### src/hw/rtl/assert_macros.svh
// Assertion macros for the lexer RTL.
`ifndef ASSERT_MACROS_SVH
`define ASSERT_MACROS_SVH
`ifndef NO_ASSERTIONS
// Check a condition at every clock edge outside reset.
`define KLEX_ASSERT_ALWAYS(label, cond, msg) \
	label: assert property (@(posedge clk) disable iff (!arst_n) (cond)) else $error(msg);
// Check that a condition implies another at the same clock edge.
`define KLEX_ASSERT_IMPLIES(label, ante, cons, msg) \
	label: assert property (@(posedge clk) disable iff (!arst_n) (ante) |-> (cons)) \
		else $error(msg);
// Check that a condition implies another at the next clock edge.
`define KLEX_ASSERT_NEXT(label, ante, cons, msg) \
	label: assert property (@(posedge clk) disable iff (!arst_n) (ante) |=> (cons)) \
		else $error(msg);
`else
`define KLEX_ASSERT_ALWAYS(label, cond, msg)
`define KLEX_ASSERT_IMPLIES(label, ante, cons, msg)
`define KLEX_ASSERT_NEXT(label, ante, cons, msg)
`endif
`endif

### src/hw/rtl/klex_pkg.sv
// Types, constants and keyword helpers for the keyword token lexer.
`default_nettype none
package klex_pkg;
	// Longest token kept; longer tokens are cut and flagged
	localparam int TOKEN_LIMIT = 255;
	localparam int RUN_W = $clog2(TOKEN_LIMIT + 1);
	localparam logic [RUN_W-1:0] RUN_LIMIT = RUN_W'(TOKEN_LIMIT);

	// Most results one byte can cause, and the result queue depth
	localparam int MAX_RES = 3;
	localparam int FIFO_DEPTH = 4;
	localparam int PTR_W = $clog2(FIFO_DEPTH);
	localparam int CNT_W = $clog2(FIFO_DEPTH + 1);

	// Token type codes
	localparam logic [2:0] TYPE_IDENT = 3'd0;
	localparam logic [2:0] TYPE_NUMBER = 3'd1;
	localparam logic [2:0] TYPE_OPERATOR = 3'd2;
	localparam logic [2:0] TYPE_KEYWORD = 3'd3;
	localparam logic [2:0] TYPE_END = 3'd4;

	// Record kind codes
	localparam logic REC_ECHO = 1'b0;
	localparam logic REC_CLOSE = 1'b1;

	// Scan mode
	typedef enum logic [2:0] {
		MODE_IDLE = 3'b001,
		MODE_IDENT = 3'b010,
		MODE_NUMBER = 3'b100
	} mode_t;

	// Keyword spellings, padded with zero bytes
	localparam logic [7:0] KW_TEXT [4][8] = '{
		'{8'h69, 8'h66, 8'h00, 8'h00, 8'h00, 8'h00, 8'h00, 8'h00},
		'{8'h65, 8'h6C, 8'h73, 8'h65, 8'h00, 8'h00, 8'h00, 8'h00},
		'{8'h77, 8'h68, 8'h69, 8'h6C, 8'h65, 8'h00, 8'h00, 8'h00},
		'{8'h72, 8'h65, 8'h74, 8'h75, 8'h72, 8'h6E, 8'h00, 8'h00}
	};
	localparam logic [2:0] KW_LEN [4] = '{3'd2, 3'd4, 3'd5, 3'd6};

	typedef struct packed {
		mode_t mode;
		logic [RUN_W-1:0] run_len;
		logic [3:0] cand;
		logic ovf;
	} lex_state_t;

	localparam lex_state_t LEX_IDLE = '{
		mode: MODE_IDLE, run_len: '0, cand: 4'hF, ovf: 1'b0
	};

	typedef struct packed {
		logic rec_kind;
		logic [7:0] text_char;
		logic [2:0] token_type;
		logic [1:0] keyword_id;
		logic [7:0] token_length;
		logic truncated;
		logic last;
	} res_t;

	typedef struct packed {
		logic room;
		logic [CNT_W-1:0] count;
	} fifo_stat_t;

	// Drop keywords that cannot match character c at position pos
	function automatic logic [3:0] cand_next(input logic [3:0] cand,
			input logic [RUN_W-1:0] pos, input logic [7:0] c);
		logic [3:0] keep;
		keep = cand;
		for (int k = 0; k < 4; k++) begin
			if (pos >= RUN_W'(KW_LEN[k]) || KW_TEXT[k][pos[2:0]] != c)
				keep[k] = 1'b0;
		end
		return keep;
	endfunction
endpackage
`default_nettype wire

### src/hw/rtl/klex_step.sv
// Per-byte lexer step: classify a byte, advance the scan state, build results.
`default_nettype none
module klex_step
	import klex_pkg::*;
(
	input wire logic [7:0] ch,
	input wire lex_state_t st,
	output lex_state_t st_n,
	output res_t res [MAX_RES],
	output logic [1:0] res_n
);
	logic is_letter;
	logic is_digit;
	logic is_op;
	logic in_tok;
	logic cont;
	logic [2:0] tok_type;
	res_t close_rec;
	logic kw_hit;
	logic [1:0] kw_id;

	// Classify the byte in the C locale
	assign is_letter = (ch >= 8'h61 && ch <= 8'h7A) || (ch >= 8'h41 && ch <= 8'h5A);
	assign is_digit = ch >= 8'h30 && ch <= 8'h39;
	assign is_op = ch == 8'h2B || ch == 8'h2D || ch == 8'h2A || ch == 8'h2F;
	assign in_tok = st.mode == MODE_IDENT || st.mode == MODE_NUMBER;
	assign cont = (st.mode == MODE_IDENT && (is_letter || is_digit)) ||
		(st.mode == MODE_NUMBER && is_digit);
	assign tok_type = (st.mode == MODE_IDENT) ? TYPE_IDENT : TYPE_NUMBER;

	// Find the keyword that the open identifier spells, lowest index first
	always_comb begin
		kw_hit = 1'b0;
		kw_id = 2'd0;
		for (int k = 3; k >= 0; k--) begin
			if (st.cand[k] && st.run_len == RUN_W'(KW_LEN[k])) begin
				kw_hit = 1'b1;
				kw_id = 2'(k);
			end
		end
	end

	// Build the close record for the open token
	always_comb begin
		close_rec = '0;
		close_rec.rec_kind = REC_CLOSE;
		close_rec.token_type = tok_type;
		if (st.mode == MODE_IDENT && !st.ovf && kw_hit) begin
			close_rec.token_type = TYPE_KEYWORD;
			close_rec.keyword_id = kw_id;
		end
		close_rec.token_length = (32'(st.run_len) > 32'd255) ? 8'hFF : 8'(st.run_len);
		close_rec.truncated = st.ovf;
	end

	// Advance the state and list the results in order
	always_comb begin
		st_n = st;
		res = '{default: '0};
		res_n = 2'd0;
		if (cont) begin
			if (st.run_len >= RUN_LIMIT) begin
				st_n.ovf = 1'b1;
			end else begin
				if (st.mode == MODE_IDENT)
					st_n.cand = cand_next(st.cand, st.run_len, ch);
				st_n.run_len = RUN_W'(st.run_len + 1'b1);
				res[res_n].rec_kind = REC_ECHO;
				res[res_n].text_char = ch;
				res[res_n].token_type = tok_type;
				res_n = 2'(res_n + 1'b1);
			end
		end else begin
			if (in_tok) begin
				res[res_n] = close_rec;
				res_n = 2'(res_n + 1'b1);
			end
			st_n = LEX_IDLE;
			if (ch == 8'h00) begin
				res[res_n].rec_kind = REC_CLOSE;
				res[res_n].token_type = TYPE_END;
				res_n = 2'(res_n + 1'b1);
			end else if (is_letter || is_digit) begin
				st_n.mode = is_letter ? MODE_IDENT : MODE_NUMBER;
				st_n.run_len = RUN_W'(1);
				if (is_letter)
					st_n.cand = cand_next(4'hF, '0, ch);
				res[res_n].rec_kind = REC_ECHO;
				res[res_n].text_char = ch;
				res[res_n].token_type = is_letter ? TYPE_IDENT : TYPE_NUMBER;
				res_n = 2'(res_n + 1'b1);
			end else if (is_op) begin
				res[res_n].rec_kind = REC_ECHO;
				res[res_n].text_char = ch;
				res[res_n].token_type = TYPE_OPERATOR;
				res_n = 2'(res_n + 1'b1);
				res[res_n].rec_kind = REC_CLOSE;
				res[res_n].token_type = TYPE_OPERATOR;
				res[res_n].token_length = 8'd1;
				res_n = 2'(res_n + 1'b1);
			end
		end
		// Mark the final result of this byte
		if (res_n != 2'd0)
			res[2'(res_n - 1'b1)].last = 1'b1;
	end
endmodule
`default_nettype wire

### src/hw/rtl/klex_fifo.sv
// Result queue: takes up to three results a cycle, hands out one while the reader is ready.
`default_nettype none
module klex_fifo
	import klex_pkg::*;
(
	input wire logic clk,
	input wire logic arst_n,
	input wire res_t push_data [MAX_RES],
	input wire logic [1:0] push_n,
	input wire logic pop_ready,
	output logic head_valid,
	output res_t head,
	output fifo_stat_t stat
);
	res_t mem [FIFO_DEPTH];
	logic [PTR_W-1:0] rd_ptr_q;
	logic [PTR_W-1:0] wr_ptr_q;
	logic [CNT_W-1:0] count_q;
	logic pop;

	assign head_valid = count_q != '0;
	assign head = mem[rd_ptr_q];
	assign pop = head_valid && pop_ready;
	assign stat.count = count_q;
	assign stat.room = count_q <= CNT_W'(FIFO_DEPTH - MAX_RES);

	// Write the new results at consecutive slots
	always_ff @(posedge clk) begin
		for (int i = 0; i < MAX_RES; i++) begin
			if (2'(i) < push_n)
				mem[PTR_W'(int'(wr_ptr_q) + i)] <= push_data[i];
		end
	end

	// Advance pointers and count
	always_ff @(posedge clk or negedge arst_n) begin
		if (!arst_n) begin
			rd_ptr_q <= '0;
			wr_ptr_q <= '0;
			count_q <= '0;
		end else begin
			wr_ptr_q <= PTR_W'(wr_ptr_q + push_n);
			if (pop)
				rd_ptr_q <= PTR_W'(rd_ptr_q + 1'b1);
			count_q <= CNT_W'(count_q + push_n - CNT_W'(pop));
		end
	end
endmodule
`default_nettype wire

### src/hw/rtl/keyword_token_lexer.sv
// Keyword token lexer top level: input register, scan state and result queue.
//
// Input channel: one ASCII byte per transfer on ch (in_valid/in_ready);
// byte 0 marks end of input. Output channel: one result record per
// transfer (out_valid/out_ready): an echo of a token character or a
// close record with type, keyword index, length and truncated flag.
// last is set on the final record caused by a byte. A byte causes zero
// to three records; skipped bytes cause none.
// Path: an accepted byte is held in the input register, then its
// records are written to a four-entry queue whose head drives the
// output.
// Throughput: one byte per cycle while each byte gives at most one
// record and the receiver keeps up; the output port delivers one record
// per cycle while out_ready is high. The input register moves on only
// when the queue has room for three records.
// Reset clears the scan state to idle and empties the queue.
// When the receiver stalls, records wait in the queue and in_ready drops
// once the queue cannot take a full byte's worth.
`default_nettype none
`include "assert_macros.svh"
module keyword_token_lexer
	import klex_pkg::*;
(
	input wire logic clk,
	input wire logic arst_n,
	input wire logic in_valid,
	output logic in_ready,
	input wire logic [7:0] ch,
	output logic out_valid,
	input wire logic out_ready,
	output logic rec_kind,
	output logic [7:0] text_char,
	output logic [2:0] token_type,
	output logic [1:0] keyword_id,
	output logic [7:0] token_length,
	output logic truncated,
	output logic last
);
	logic [7:0] ch_s1;
	logic valid_s1;
	logic fire_s1;
	lex_state_t st_q;
	lex_state_t st_n;
	res_t step_res [MAX_RES];
	logic [1:0] step_n;
	logic [1:0] push_n;
	res_t head;
	fifo_stat_t stat;

	assign fire_s1 = valid_s1 && stat.room;
	assign in_ready = !valid_s1 || fire_s1;
	assign push_n = fire_s1 ? step_n : 2'd0;

	// Hold the accepted byte
	always_ff @(posedge clk) begin
		if (in_valid && in_ready)
			ch_s1 <= ch;
	end

	// Track the input register and advance scan state per byte
	always_ff @(posedge clk or negedge arst_n) begin
		if (!arst_n) begin
			valid_s1 <= 1'b0;
			st_q <= LEX_IDLE;
		end else begin
			if (in_valid && in_ready)
				valid_s1 <= 1'b1;
			else if (fire_s1)
				valid_s1 <= 1'b0;
			if (fire_s1)
				st_q <= st_n;
		end
	end

	klex_step u_step (
		.ch(ch_s1),
		.st(st_q),
		.st_n(st_n),
		.res(step_res),
		.res_n(step_n)
	);

	klex_fifo u_fifo (
		.clk(clk),
		.arst_n(arst_n),
		.push_data(step_res),
		.push_n(push_n),
		.pop_ready(out_ready),
		.head_valid(out_valid),
		.head(head),
		.stat(stat)
	);

	// Drive the output fields from the queue head
	assign rec_kind = head.rec_kind;
	assign text_char = head.text_char;
	assign token_type = head.token_type;
	assign keyword_id = head.keyword_id;
	assign token_length = head.token_length;
	assign truncated = head.truncated;
	assign last = head.last;

	`KLEX_ASSERT_ALWAYS(a_fifo_bound, stat.count <= CNT_W'(FIFO_DEPTH), "result queue overrun")
	`KLEX_ASSERT_ALWAYS(a_run_bound, st_q.run_len <= RUN_LIMIT, "run length past limit")
	`KLEX_ASSERT_IMPLIES(a_idle_clear, st_q.mode == MODE_IDLE, st_q.run_len == '0 && !st_q.ovf, "idle state not cleared")
	`KLEX_ASSERT_IMPLIES(a_ovf_full, st_q.ovf, st_q.run_len == RUN_LIMIT, "overflow below limit")
	`KLEX_ASSERT_NEXT(a_stall_hold, valid_s1 && !stat.room, valid_s1 && $stable(ch_s1), "stalled byte lost")
endmodule
`default_nettype wire

### config.mk
export PLATFORM = sky130hd
export DESIGN_NAME = keyword_token_lexer
export DESIGN_NICKNAME = d
export VERILOG_FILES = /design/src/hw/rtl/klex_pkg.sv /design/src/hw/rtl/klex_step.sv /design/src/hw/rtl/klex_fifo.sv /design/src/hw/rtl/keyword_token_lexer.sv
export VERILOG_INCLUDE_DIRS = /design/src /design/src/hw/rtl
export SDC_FILE = /design/constraint.sdc
export NUM_CORES = 1
export LEC_CHECK = 0
export BUFFER_PORTS_ARGS = -buffer_cell sky130_fd_sc_hd__buf_2
export CAP_MARGIN = 0
export CORE_MARGIN = 2
export CORE_UTILIZATION = 60
export DETAILED_ROUTE_END_ITERATION = 8
export GPL_TIMING_DRIVEN = 0
export PLACE_DENSITY = 0.83
export SETUP_SLACK_MARGIN = 0.02
export SLEW_MARGIN = 40
export SYNTH_ARGS = -nofsm -noshare
export SYNTH_HDL_FRONTEND = slang
export SYNTH_SLANG_ARGS = --single-unit
### constraint.sdc
create_clock -name clk -period 12.8 [get_ports clk]
set_input_delay 1.92 -clock clk [delete_from_list [all_inputs] [get_ports clk]]
set_output_delay 1.92 -clock clk [all_outputs]
set_load 0.01 [all_outputs]
Word-level counts from Yosys, hierarchy flattened
Memories as Yosys holds them, arrays and structs flattened.
Index checks and enable logic that the tools add are counted.
W data, S select, Z words.
Cells by class
  $add $sub $neg: 10
  $lt $le $gt $ge: 22
  equality and inequality tests: 25
  muxes and demuxes: 84
  bitwise logic cells: 5
  reductions and logical operators: 42
Operators by type and width (number)
  $bwmux W72: 10
  $demux W24 S2: 7
  $mux W72: 4
  $mux W24: 4
  $mux W8: 8
  $mux W15: 4
  $mux W60: 1
  $eq A8 B6 Y1 const B: 4
  $ne A7 B8 Y1 const A: 4
  $ne A8 B8 Y1: 4
  $mux W1: 26
  $eq A8 B3 Y1 const B: 3
  $ge A8 B3 Y1 const B: 3
  $mux W12: 2
  $mux W23: 1
  $mux W2: 10
  $logic_and A1 B1 Y1: 17
  $ge A8 B7 Y1 const B: 2
  $le A8 B7 Y1 const B: 2
  $reduce_and A4 Y1: 4
  $ne A2 B2 Y1 const B: 7
  $mux W13: 1
  $logic_or A1 B1 Y1: 12
  $mux W11: 1
  other kinds (32): 47
Word-level totals
  flip-flop bits (word level): 32
  memory bits (writable): 96
  bits in read-only memories: 256
  input port bits: 12
  logic and storage cells: 205
  memories: 5
Memory list
  u_fifo.mem: depth 4, bits a word 24, rd ports 1, clocked after memory_dff 0, wr ports 3, RTL line klex_fifo.sv:15  | res_t mem [FIFO_DEPTH];
  (no name shown): depth 8, bits a word 8, rd ports 1, clocked after memory_dff 0, wr ports 0, RTL line klex_pkg.sv:74  | if (pos >= RUN_W'(KW_LEN[k]) || KW_TEXT[k][pos[2:0]] != c)
  (no name shown): depth 8, bits a word 8, rd ports 1, clocked after memory_dff 0, wr ports 0, RTL line klex_pkg.sv:74
  (no name shown): depth 8, bits a word 8, rd ports 1, clocked after memory_dff 0, wr ports 0, RTL line klex_pkg.sv:74
  (no name shown): depth 8, bits a word 8, rd ports 1, clocked after memory_dff 0, wr ports 0, RTL line klex_pkg.sv:74

Depth between registers and ports, before layout
Gate-level depths: netlist (run 1).
  depth in word-level cells: 24
  depth in mapped cells: 12
  gate-level depth less buffers: 11

Modules after synthesis
Synthesis (run 1) repeated with hierarchy kept, for this count alone.
Second synthesis, totals
  cell total of the unflattened synthesis: 926
  area total of the unflattened synthesis: 8625.8 um^2
Modules (own cells, without submodules)
  klex_fifo: times used 1, cells each 608, area an instance 5975.7 um^2, seq. area each 3057.9 um^2
  klex_step: times used 1, cells each 270, area an instance 1694.1 um^2, seq. area each 0.0 um^2
  keyword_token_lexer: times used 1, cells each 48, area an instance 955.9 um^2, seq. area each 671.9 um^2

Worst setup path after synthesis (run 1)
OpenSTA, ideal clock, no wires.
  path type: register to register
  from: reg ch_s1[7]
  to: mem u_fifo.mem[0][0] in the netlist's numbering, enable pin
  setup time: 0.445 ns
  arrival time: 3.676 ns
  data required time: 12.355 ns
  slack: 8.679 ns
  stages on the path, launching flop included: 8
  path buffers: 1
  period minus slack after synthesis: 4.121 ns
  path through: edfxtp_1 > nand2b_1 > o21bai_2 > o211ai_2 > a21o_2 > buf_6 > o211ai_1 > a221oi_1
RTL lines
  from (decl): RTL line keyword_token_lexer.sv:39  | logic [7:0] ch_s1;
  from (signal assigned): RTL line keyword_token_lexer.sv:57  | ch_s1 <= ch;
  to (decl): RTL line klex_fifo.sv:15

Final worst setup path (run 1)
  from: reg u_fifo.rd_ptr_q[0]
  to: out token_type[2]
On the way
  longest elaborated chain between the ends: 1
RTL lines
  from (decl): RTL line klex_fifo.sv:16  | logic [PTR_W-1:0] rd_ptr_q;
  from (signal assigned): RTL line klex_fifo.sv:44  | rd_ptr_q <= PTR_W'(rd_ptr_q + 1'b1);
  $mem_v2 Z4 W24
  to (decl): RTL line keyword_token_lexer.sv:33  | output logic [2:0] token_type,
No other way between the ends.

==> qor.yml, run 1 <==
run_status: "finished clean"
r2r_start: "st_q[6]"
cts.repair_timing.setup_buffer_count: 0
number_of_buffers_inserted_during_clock_tree_synthesis: 17
yosys_warnings: 0
setup-tns-final_ns: 0
clk-insertion-delay-late_ns: 0.43
post-route-util: 0.711
setup_slack_after_placement_ns: 8.87
worst_ep_arrival_time_ns: 2.44
clock_tree.root_cell: "sky130_fd_sc_hd__clkbuf_16"
timing.max_slew.rel_slack: 0.452
timing.critical_path.fanout_max: 10
firstDrtPassIters: 5
power_density_over_cell_area_mw_per_mm2: 219
area_growth_pct: 16.4
maximum_level_of_the_cts_h_tree: 4
synth_area_in_compound_gates: 0.133
design.final.nets: 700
synth-xor-area-share: 0.0238
final_max_slew_viol_count: 0
grt_start_max_net_pins: 25
drt_drc_violations_left: 0
layout_setup_ws_ns: 8.44
ff2ff_path_depth: 10
grt_antenna_before_repair: 0
worst_setup_path_start_kind: "flip-flop"
hold_path.class: "reg -> reg"
final_layout_size_suffix_gt1_frac: 0.207
grtUsageTotal: 0.323
wire_length_of_the_first_global_routing_pass_um: 30200
synth-seq-area-share: 0.537
criticalPathCategory: "reg -> out"
layout.area.seq_mm2: 0.00373
timing.final.crit_share: 0.340
total_leakage_power_nw: 3.04
multiInputGateArea_mm2: 0.00305
grt_pass1_vias: 5552
design.portCount: 38
synth_simple_gate_area_share: 0.171
timing.clock.skew_ns: 0.00688
fp.dieArea_mm2: 0.0125
largest_family_of_logic_cells_by_synthesized_area: "simple AND/OR/NAND/NOR gates"
peakVddDrop_mv: 0.164
routed_via_density: 6.68
cts_tree: "built"
overflow: 0
whs_path_depth: 2
postSynthRegisterBits: 128
grt_setup_unrepaired: "false"
io_buffer_count: 37
cts_hold_repair.buffers: 0
synth_cell_type_count: 81
cts_max_path_buffers: 2
yosys-top-cells-count: "sky130_fd_sc_hd__edfxtp_1 (104), sky130_fd_sc_hd__nor2_1 (104), sky130_fd_sc_hd__nand2_1 (66)"
reg2reg_setup_slack_ns: 9.38
detail_route.wirelength_um: 19300
final_antenna_net_count: 0
end_kind: "output port"
worstHoldEndpoint: "st_q[3]"
final_period_minus_worst_setup_slack_ns: 4.36
detailroute.via_count: 5574
synth_area_per_cell_um2: 11.3
diodes: 0
floorplan.initialDensity: 0.611
wl_per_cell_um: 23.1
clock_sink_count: 128
netlist.area_leader.share: 0.450
drv.max_cap_violation_count: 0
finalSetupViolCount: 0
rows: 39
finalHoldViolations: 0
synth.area.mux_share: 0.0807
fmaxAchievable_ghz: 0.230
drt_first_iter_violations: 631
timing.critical_path.required_ns: 10.88
ys_async_sr_fraction: 0.188
detailed_place_hpwl_um: 13500
worstSetupStartpoint: "u_fifo.rd_ptr_q[0]"
synthFlopType: "sky130_fd_sc_hd__edfxtp_1"
synthAdderAreaFrac: 0.0191
critical_path.reg2reg.endpoint: "u_fifo.mem[1][13]"
core_area_mm2: 0.0114
die_width_um: 112
place_congestion: 0.957
number_of_gates_resized_after_cts: 0
syn-cell-area_mm2: 0.00695
number_of_synthesized_flops_with_an_enable_pin: 104
syn_inst: 613
hold_path_startpoint: "st_q[3]"
synth_area_leaders: "sky130_fd_sc_hd__edfxtp_1 (45%), sky130_fd_sc_hd__mux4_2 (7.8%), sky130_fd_sc_hd__dfrtp_1 (6.8%), sky130_fd_sc_hd__nor2_1 (5.6%), sky130_fd_sc_hd__nand2_1 (3.6%)"
chipHeight_um: 112
synth.largest_area_cell: "sky130_fd_sc_hd__edfxtp_1"
timing_worst_slew_pin_value_ns: 0.821
clkSlewWorstSetupHoldPaths_ns: 0.06
fillerInstances: 777
power by group:
part / internal (mW) / total [mW] / switching, mW
logic: 0.249 / 0.662 / 0.413
registers: 0.535 / 0.573 / 0.0380
clock network: 0.346 / 0.534 / 0.188
kinds of logic after synthesis:
group	Yosys count
DFF	128
other	1
AOI/OAI and AO/OA	128
muxes	26
xor gates and xnor gates	18
and+or+nand+nor	248
adders and majority gates	10
buffers and inverters	54
cell usage in the layout, fill, tap and decap left out, types with 9 or more instances in the layout:
cell | synthesis | routed
sky130_fd_sc_hd__nor2_1 | 104 | 104
sky130_fd_sc_hd__edfxtp_1 | 104 | 104
sky130_fd_sc_hd__nand2_1 | 66 | 66
sky130_fd_sc_hd__buf_2 | 10 | 49
sky130_fd_sc_hd__mux4_2 | 24 | 24
sky130_fd_sc_hd__clkbuf_1 | 19 | 21
sky130_fd_sc_hd__a21oi_1 | 19 | 19
sky130_fd_sc_hd__dfrtp_1 | 19 | 19
sky130_fd_sc_hd__inv_1 | 17 | 17
sky130_fd_sc_hd__clkbuf_16 | 0 | 17
sky130_fd_sc_hd__o21ai_0 | 18 | 15
sky130_fd_sc_hd__o21ai_1 | 13 | 14
sky130_fd_sc_hd__xnor2_1 | 13 | 13
sky130_fd_sc_hd__nand4_1 | 11 | 11
sky130_fd_sc_hd__nand3_1 | 9 | 9
sky130_fd_sc_hd__a31oi_1 | 9 | 9
sky130_fd_sc_hd__ha_1 | 9 | 9
registers in the layout, summed over array words and instances, names as in the netlist:
| register | count |
|---|---|
| u_fifo.rd_ptr_q | 2 |
| st_q | 16 |
| u_fifo.wr_ptr_q | 2 |
| u_fifo.count_q | 3 |
| u_fifo.mem | 96 |
| ch_s1 | 8 |
| valid_s1 | 1 |
final cells by class:
class / count / share of cell area
inverter: 17 / 0.00789
clock inverter: 13 / 0.0260
multi-input combinational: 434 / 0.377
clock buffer: 19 / 0.0535
sequential: 128 / 0.461
tap: 143 / 0.0221
buffer: 37 / 0.0218
timing repair buffer: 43 / 0.0308
stage by stage:
stage,power (mW),area [um^2],hold WS (ns),instances
after global routing,1.85,8090,0.509,834
after CTS,1.76,8090,0.482,834
final,1.77,8090,0.485,834
after floorplan,1.02,6960,0.450,616
after detailed placement,1.23,7440,0.473,802
after global placement,1.20,7320,0.471,796
worst max path at each step:
stage                         to  depth (start not counted)  slack [ns]
6_report           token_type[2]                          4        8.44
5_1_grt            token_type[2]                          4        8.29
4_1_cts            token_type[2]                          4        8.41
3_5_place_dp       token_type[2]                          4        8.87
3_3_place_gp   u_fifo.mem[2][15]                          8        7.09
2_1_floorplan   u_fifo.mem[0][0]                          7        8.68
metal layers:
metal | track usage | share of wire | vias up
li1 | - | - | 2426
met1 | 0.411 | 0.37 | 2696
met2 | 0.530 | 0.50 | 379
met3 | 0.0795 | 0.088 | 73
met4 | 0.144 | 0.041 | 0
met5 | 0 | 0 | -
critical path, cell delays in order, from the launching register on:
cell and delay [ns]:
sky130_fd_sc_hd__dfrtp_1 0.32, sky130_fd_sc_hd__clkbuf_1 0.46, sky130_fd_sc_hd__buf_2 0.50, sky130_fd_sc_hd__mux4_2 0.57, sky130_fd_sc_hd__buf_2 0.16
(Power assumes the default switching activity.)
==> run 2, diff against run 1 <==
CORE_UTILIZATION = 56   (was 60)
PLACE_DENSITY = 0.81   (was 0.83)
clock period = 3.8 ns   (was 12.8 ns; I/O delays follow)
==> run 2 against run 1 <==
Against the previous run: sequential share of layout area fell by 0.32 points; clock power rose to 3.4 times the previous value; global-route usage decreased by 3.2 points; combinational power grew to 3.4 times the previous value; sequential power rose to 3.4 times the previous value; die area up 6.9%; power grew to 3.4 times the previous value; critical endpoint is now u_fifo.mem[2][10]; worst hold slack worse by 0.31 ns; clock skew hardly changed; largest cell class unchanged; non-clock buffer count did not move.
==> qor.yml, run 2 (same netlist as run 1, synthesis figures left out) <==
layout_setup_ws_ns: 0.338  # -8.11 ns
final_layout_size_suffix_gt1_frac: 0.207  # unchanged
detail_route.wirelength_um: 18200  # -5.6%
design.final.nets: 700  # unchanged
core_area_mm2: 0.0121  # +6.1%
final_antenna_net_count: 0  # unchanged
power_density_over_cell_area_mw_per_mm2: 735  # +240%
timing.critical_path.required_ns: 3.93  # -6.95 ns
routed-wl-met3_um: 1600  # -5.6%
setup-tns-final_ns: 0  # unchanged
peakVddDrop_mv: 0.310  # +89%
grt_start_max_net_pins: 25  # unchanged
worst_setup_path_start_kind: "flip-flop"
timing.max_slew.rel_slack: 0.433  # -0.0189
grtUsageTotal: 0.291  # -0.0320
maximum_level_of_the_cts_h_tree: 4  # unchanged
wl_per_cell_um: 21.2  # -8.3%
rows: 40  # +2.6%
firstDrtPassIters: 6  # +1
design.portCount: 38  # unchanged
clock_sink_count: 128  # unchanged
reg_with_most_ffs: "u_fifo.mem"
worstSetupStartpoint: "ch_s1[5]"
drv.max_cap_violation_count: 0  # unchanged
diodes: 0  # unchanged
run_status: "finished clean"
number_of_gates_resized_after_cts: 0  # unchanged
cts_hold_repair.buffers: 0  # unchanged
detailed_place_hpwl_um: 12900  # -3.9%
timing_worst_slew_pin_value_ns: 0.841  # +0.0195 ns
worst_hold_slack_ns: 0.176  # -0.309 ns
clk-insertion-delay-late_ns: 0.42  # about the same
routed_via_density: 6.31  # -5.6%
number_of_buffers_inserted_during_clock_tree_synthesis: 17  # unchanged
ff2ff_path_depth: 10  # unchanged
post-route-util: 0.675  # -0.0361
cts_max_path_buffers: 2  # unchanged
drt_first_iter_violations: 748  # +19%
cts_tree: "built"
critical_path.endpoint: "u_fifo.mem[2][10]"
total_power_mw: 5.99  # +240%
r2r_start: "ch_s1[5]"
drt_drc_violations_left: 0  # unchanged
top_regs: "u_fifo.mem: 96 flops, st_q: 16 flops, ch_s1: 8 flops"
end_kind: "flip-flop"
detailroute.via_count: 5417  # -2.8%
fmaxAchievable_ghz: 0.289
io_buffer_count: 37  # unchanged
critical_path.reg2reg.endpoint: "u_fifo.mem[2][10]"
chipHeight_um: 115  # +3.4%
hold_path.class: "in -> async"
layout.cells.most_common_list: "sky130_fd_sc_hd__nor2_1 (104), sky130_fd_sc_hd__edfxtp_1 (104), sky130_fd_sc_hd__nand2_1 (66)"
fp.dieArea_mm2: 0.0133  # +6.9%
final_period_minus_worst_setup_slack_ns: 3.46
grt_setup_unrepaired: "false"
clock_tree.root_cell: "sky130_fd_sc_hd__clkbuf_16"
cts.repair_timing.setup_buffer_count: 0  # unchanged
place_congestion: 0.932  # -2.6%
total_leakage_power_nw: 3.05  # +0.39%
met2RoutedLength_um: 8920  # -6.9%
reg2reg_setup_slack_ns: 0.34  # -9.04 ns
dr.max_layer_used: "met4"
timing.clock.skew_ns: 0.00730  # +0.000422 ns
finalHoldViolations: 0  # unchanged
die_width_um: 115  # +3.4%
wl_met1_um: 7210  # -0.28%
final_max_slew_viol_count: 0  # unchanged
largest_register_ffs: 96  # unchanged
overflow: 0  # unchanged
worst_ep_arrival_time_ns: 3.59  # +1.15 ns
area_growth_pct: 17.3
finalSetupViolCount: 0  # unchanged
floorplan.initialDensity: 0.576  # -0.0350
timing.final.crit_share: 0.911
timing.critical_path.fanout_max: 11  # +1
grt_pass1_vias: 5321  # -4.2%
wire_length_of_the_first_global_routing_pass_um: 28600  # -5.1%
grt_antenna_before_repair: 0  # unchanged
criticalPathCategory: "reg -> reg"
setup_slack_after_placement_ns: 0.421  # -8.45 ns
clkSlewWorstSetupHoldPaths_ns: 0.06  # about the same
[run 2: layer usage]
layer | vias up | global-route usage
met2 | 342 | 0.481
met1 | 2589 | 0.371
met4 | 0 | 0.104
met3 | 54 | 0.0770
met5 | - | 0
li1 | 2432 | -
[run 2: critical path: stages (launching register included)]
cell and delay (ns):
sky130_fd_sc_hd__edfxtp_1 0.37, sky130_fd_sc_hd__buf_2 0.21, sky130_fd_sc_hd__nor4bb_4 0.19, sky130_fd_sc_hd__a211oi_2 0.43, sky130_fd_sc_hd__a21boi_4 0.36, sky130_fd_sc_hd__a21o_2 0.27
sky130_fd_sc_hd__buf_6 0.17, sky130_fd_sc_hd__o211ai_1 0.21, sky130_fd_sc_hd__a221oi_4 0.47, sky130_fd_sc_hd__buf_4 0.30, sky130_fd_sc_hd__buf_8 0.17
[run 2: power breakdown]
group | switching (mW) | internal [mW] | total [mW]
clock | 0.609 | 1.23 | 1.84
sequential | 0.119 | 1.80 | 1.92
combinational | 1.39 | 0.841 | 2.23
total | 2.11 | 3.87 | 5.99
[run 2: how the worst min path moves through the flow]
stage	start	end	slack (ns)	cells past startpoint
after floorplan	arst_n	st_q[0]	0.27	0
after global placement	st_q[3]	st_q[3]	0.48	2
after detailed placement	st_q[2]	st_q[2]	0.48	2
after CTS	arst_n	st_q[14]	0.20	1
after global routing	arst_n	u_fifo.count_q[0]	0.22	1
final	arst_n	st_q[14]	0.18	1
[run 2: area by class of cell]
type | instances | area [um^2]
fillers | 888 | 3920
clock inverters | 14 | 235
multi-input cells | 434 | 3050
well taps | 168 | 210
plain buffers | 37 | 176
clock buffers | 18 | 429
repair buffers | 43 | 253
flip-flops and latches | 128 | 3730
inverters | 17 | 63.8
[run 2: through the flow]
step,instance area (um^2),std cells
2_1_floorplan,6960,616
3_3_place_gp,7350,821
3_5_place_dp,7480,827
4_1_cts,8140,859
5_1_grt,8140,859
6_report,8140,859
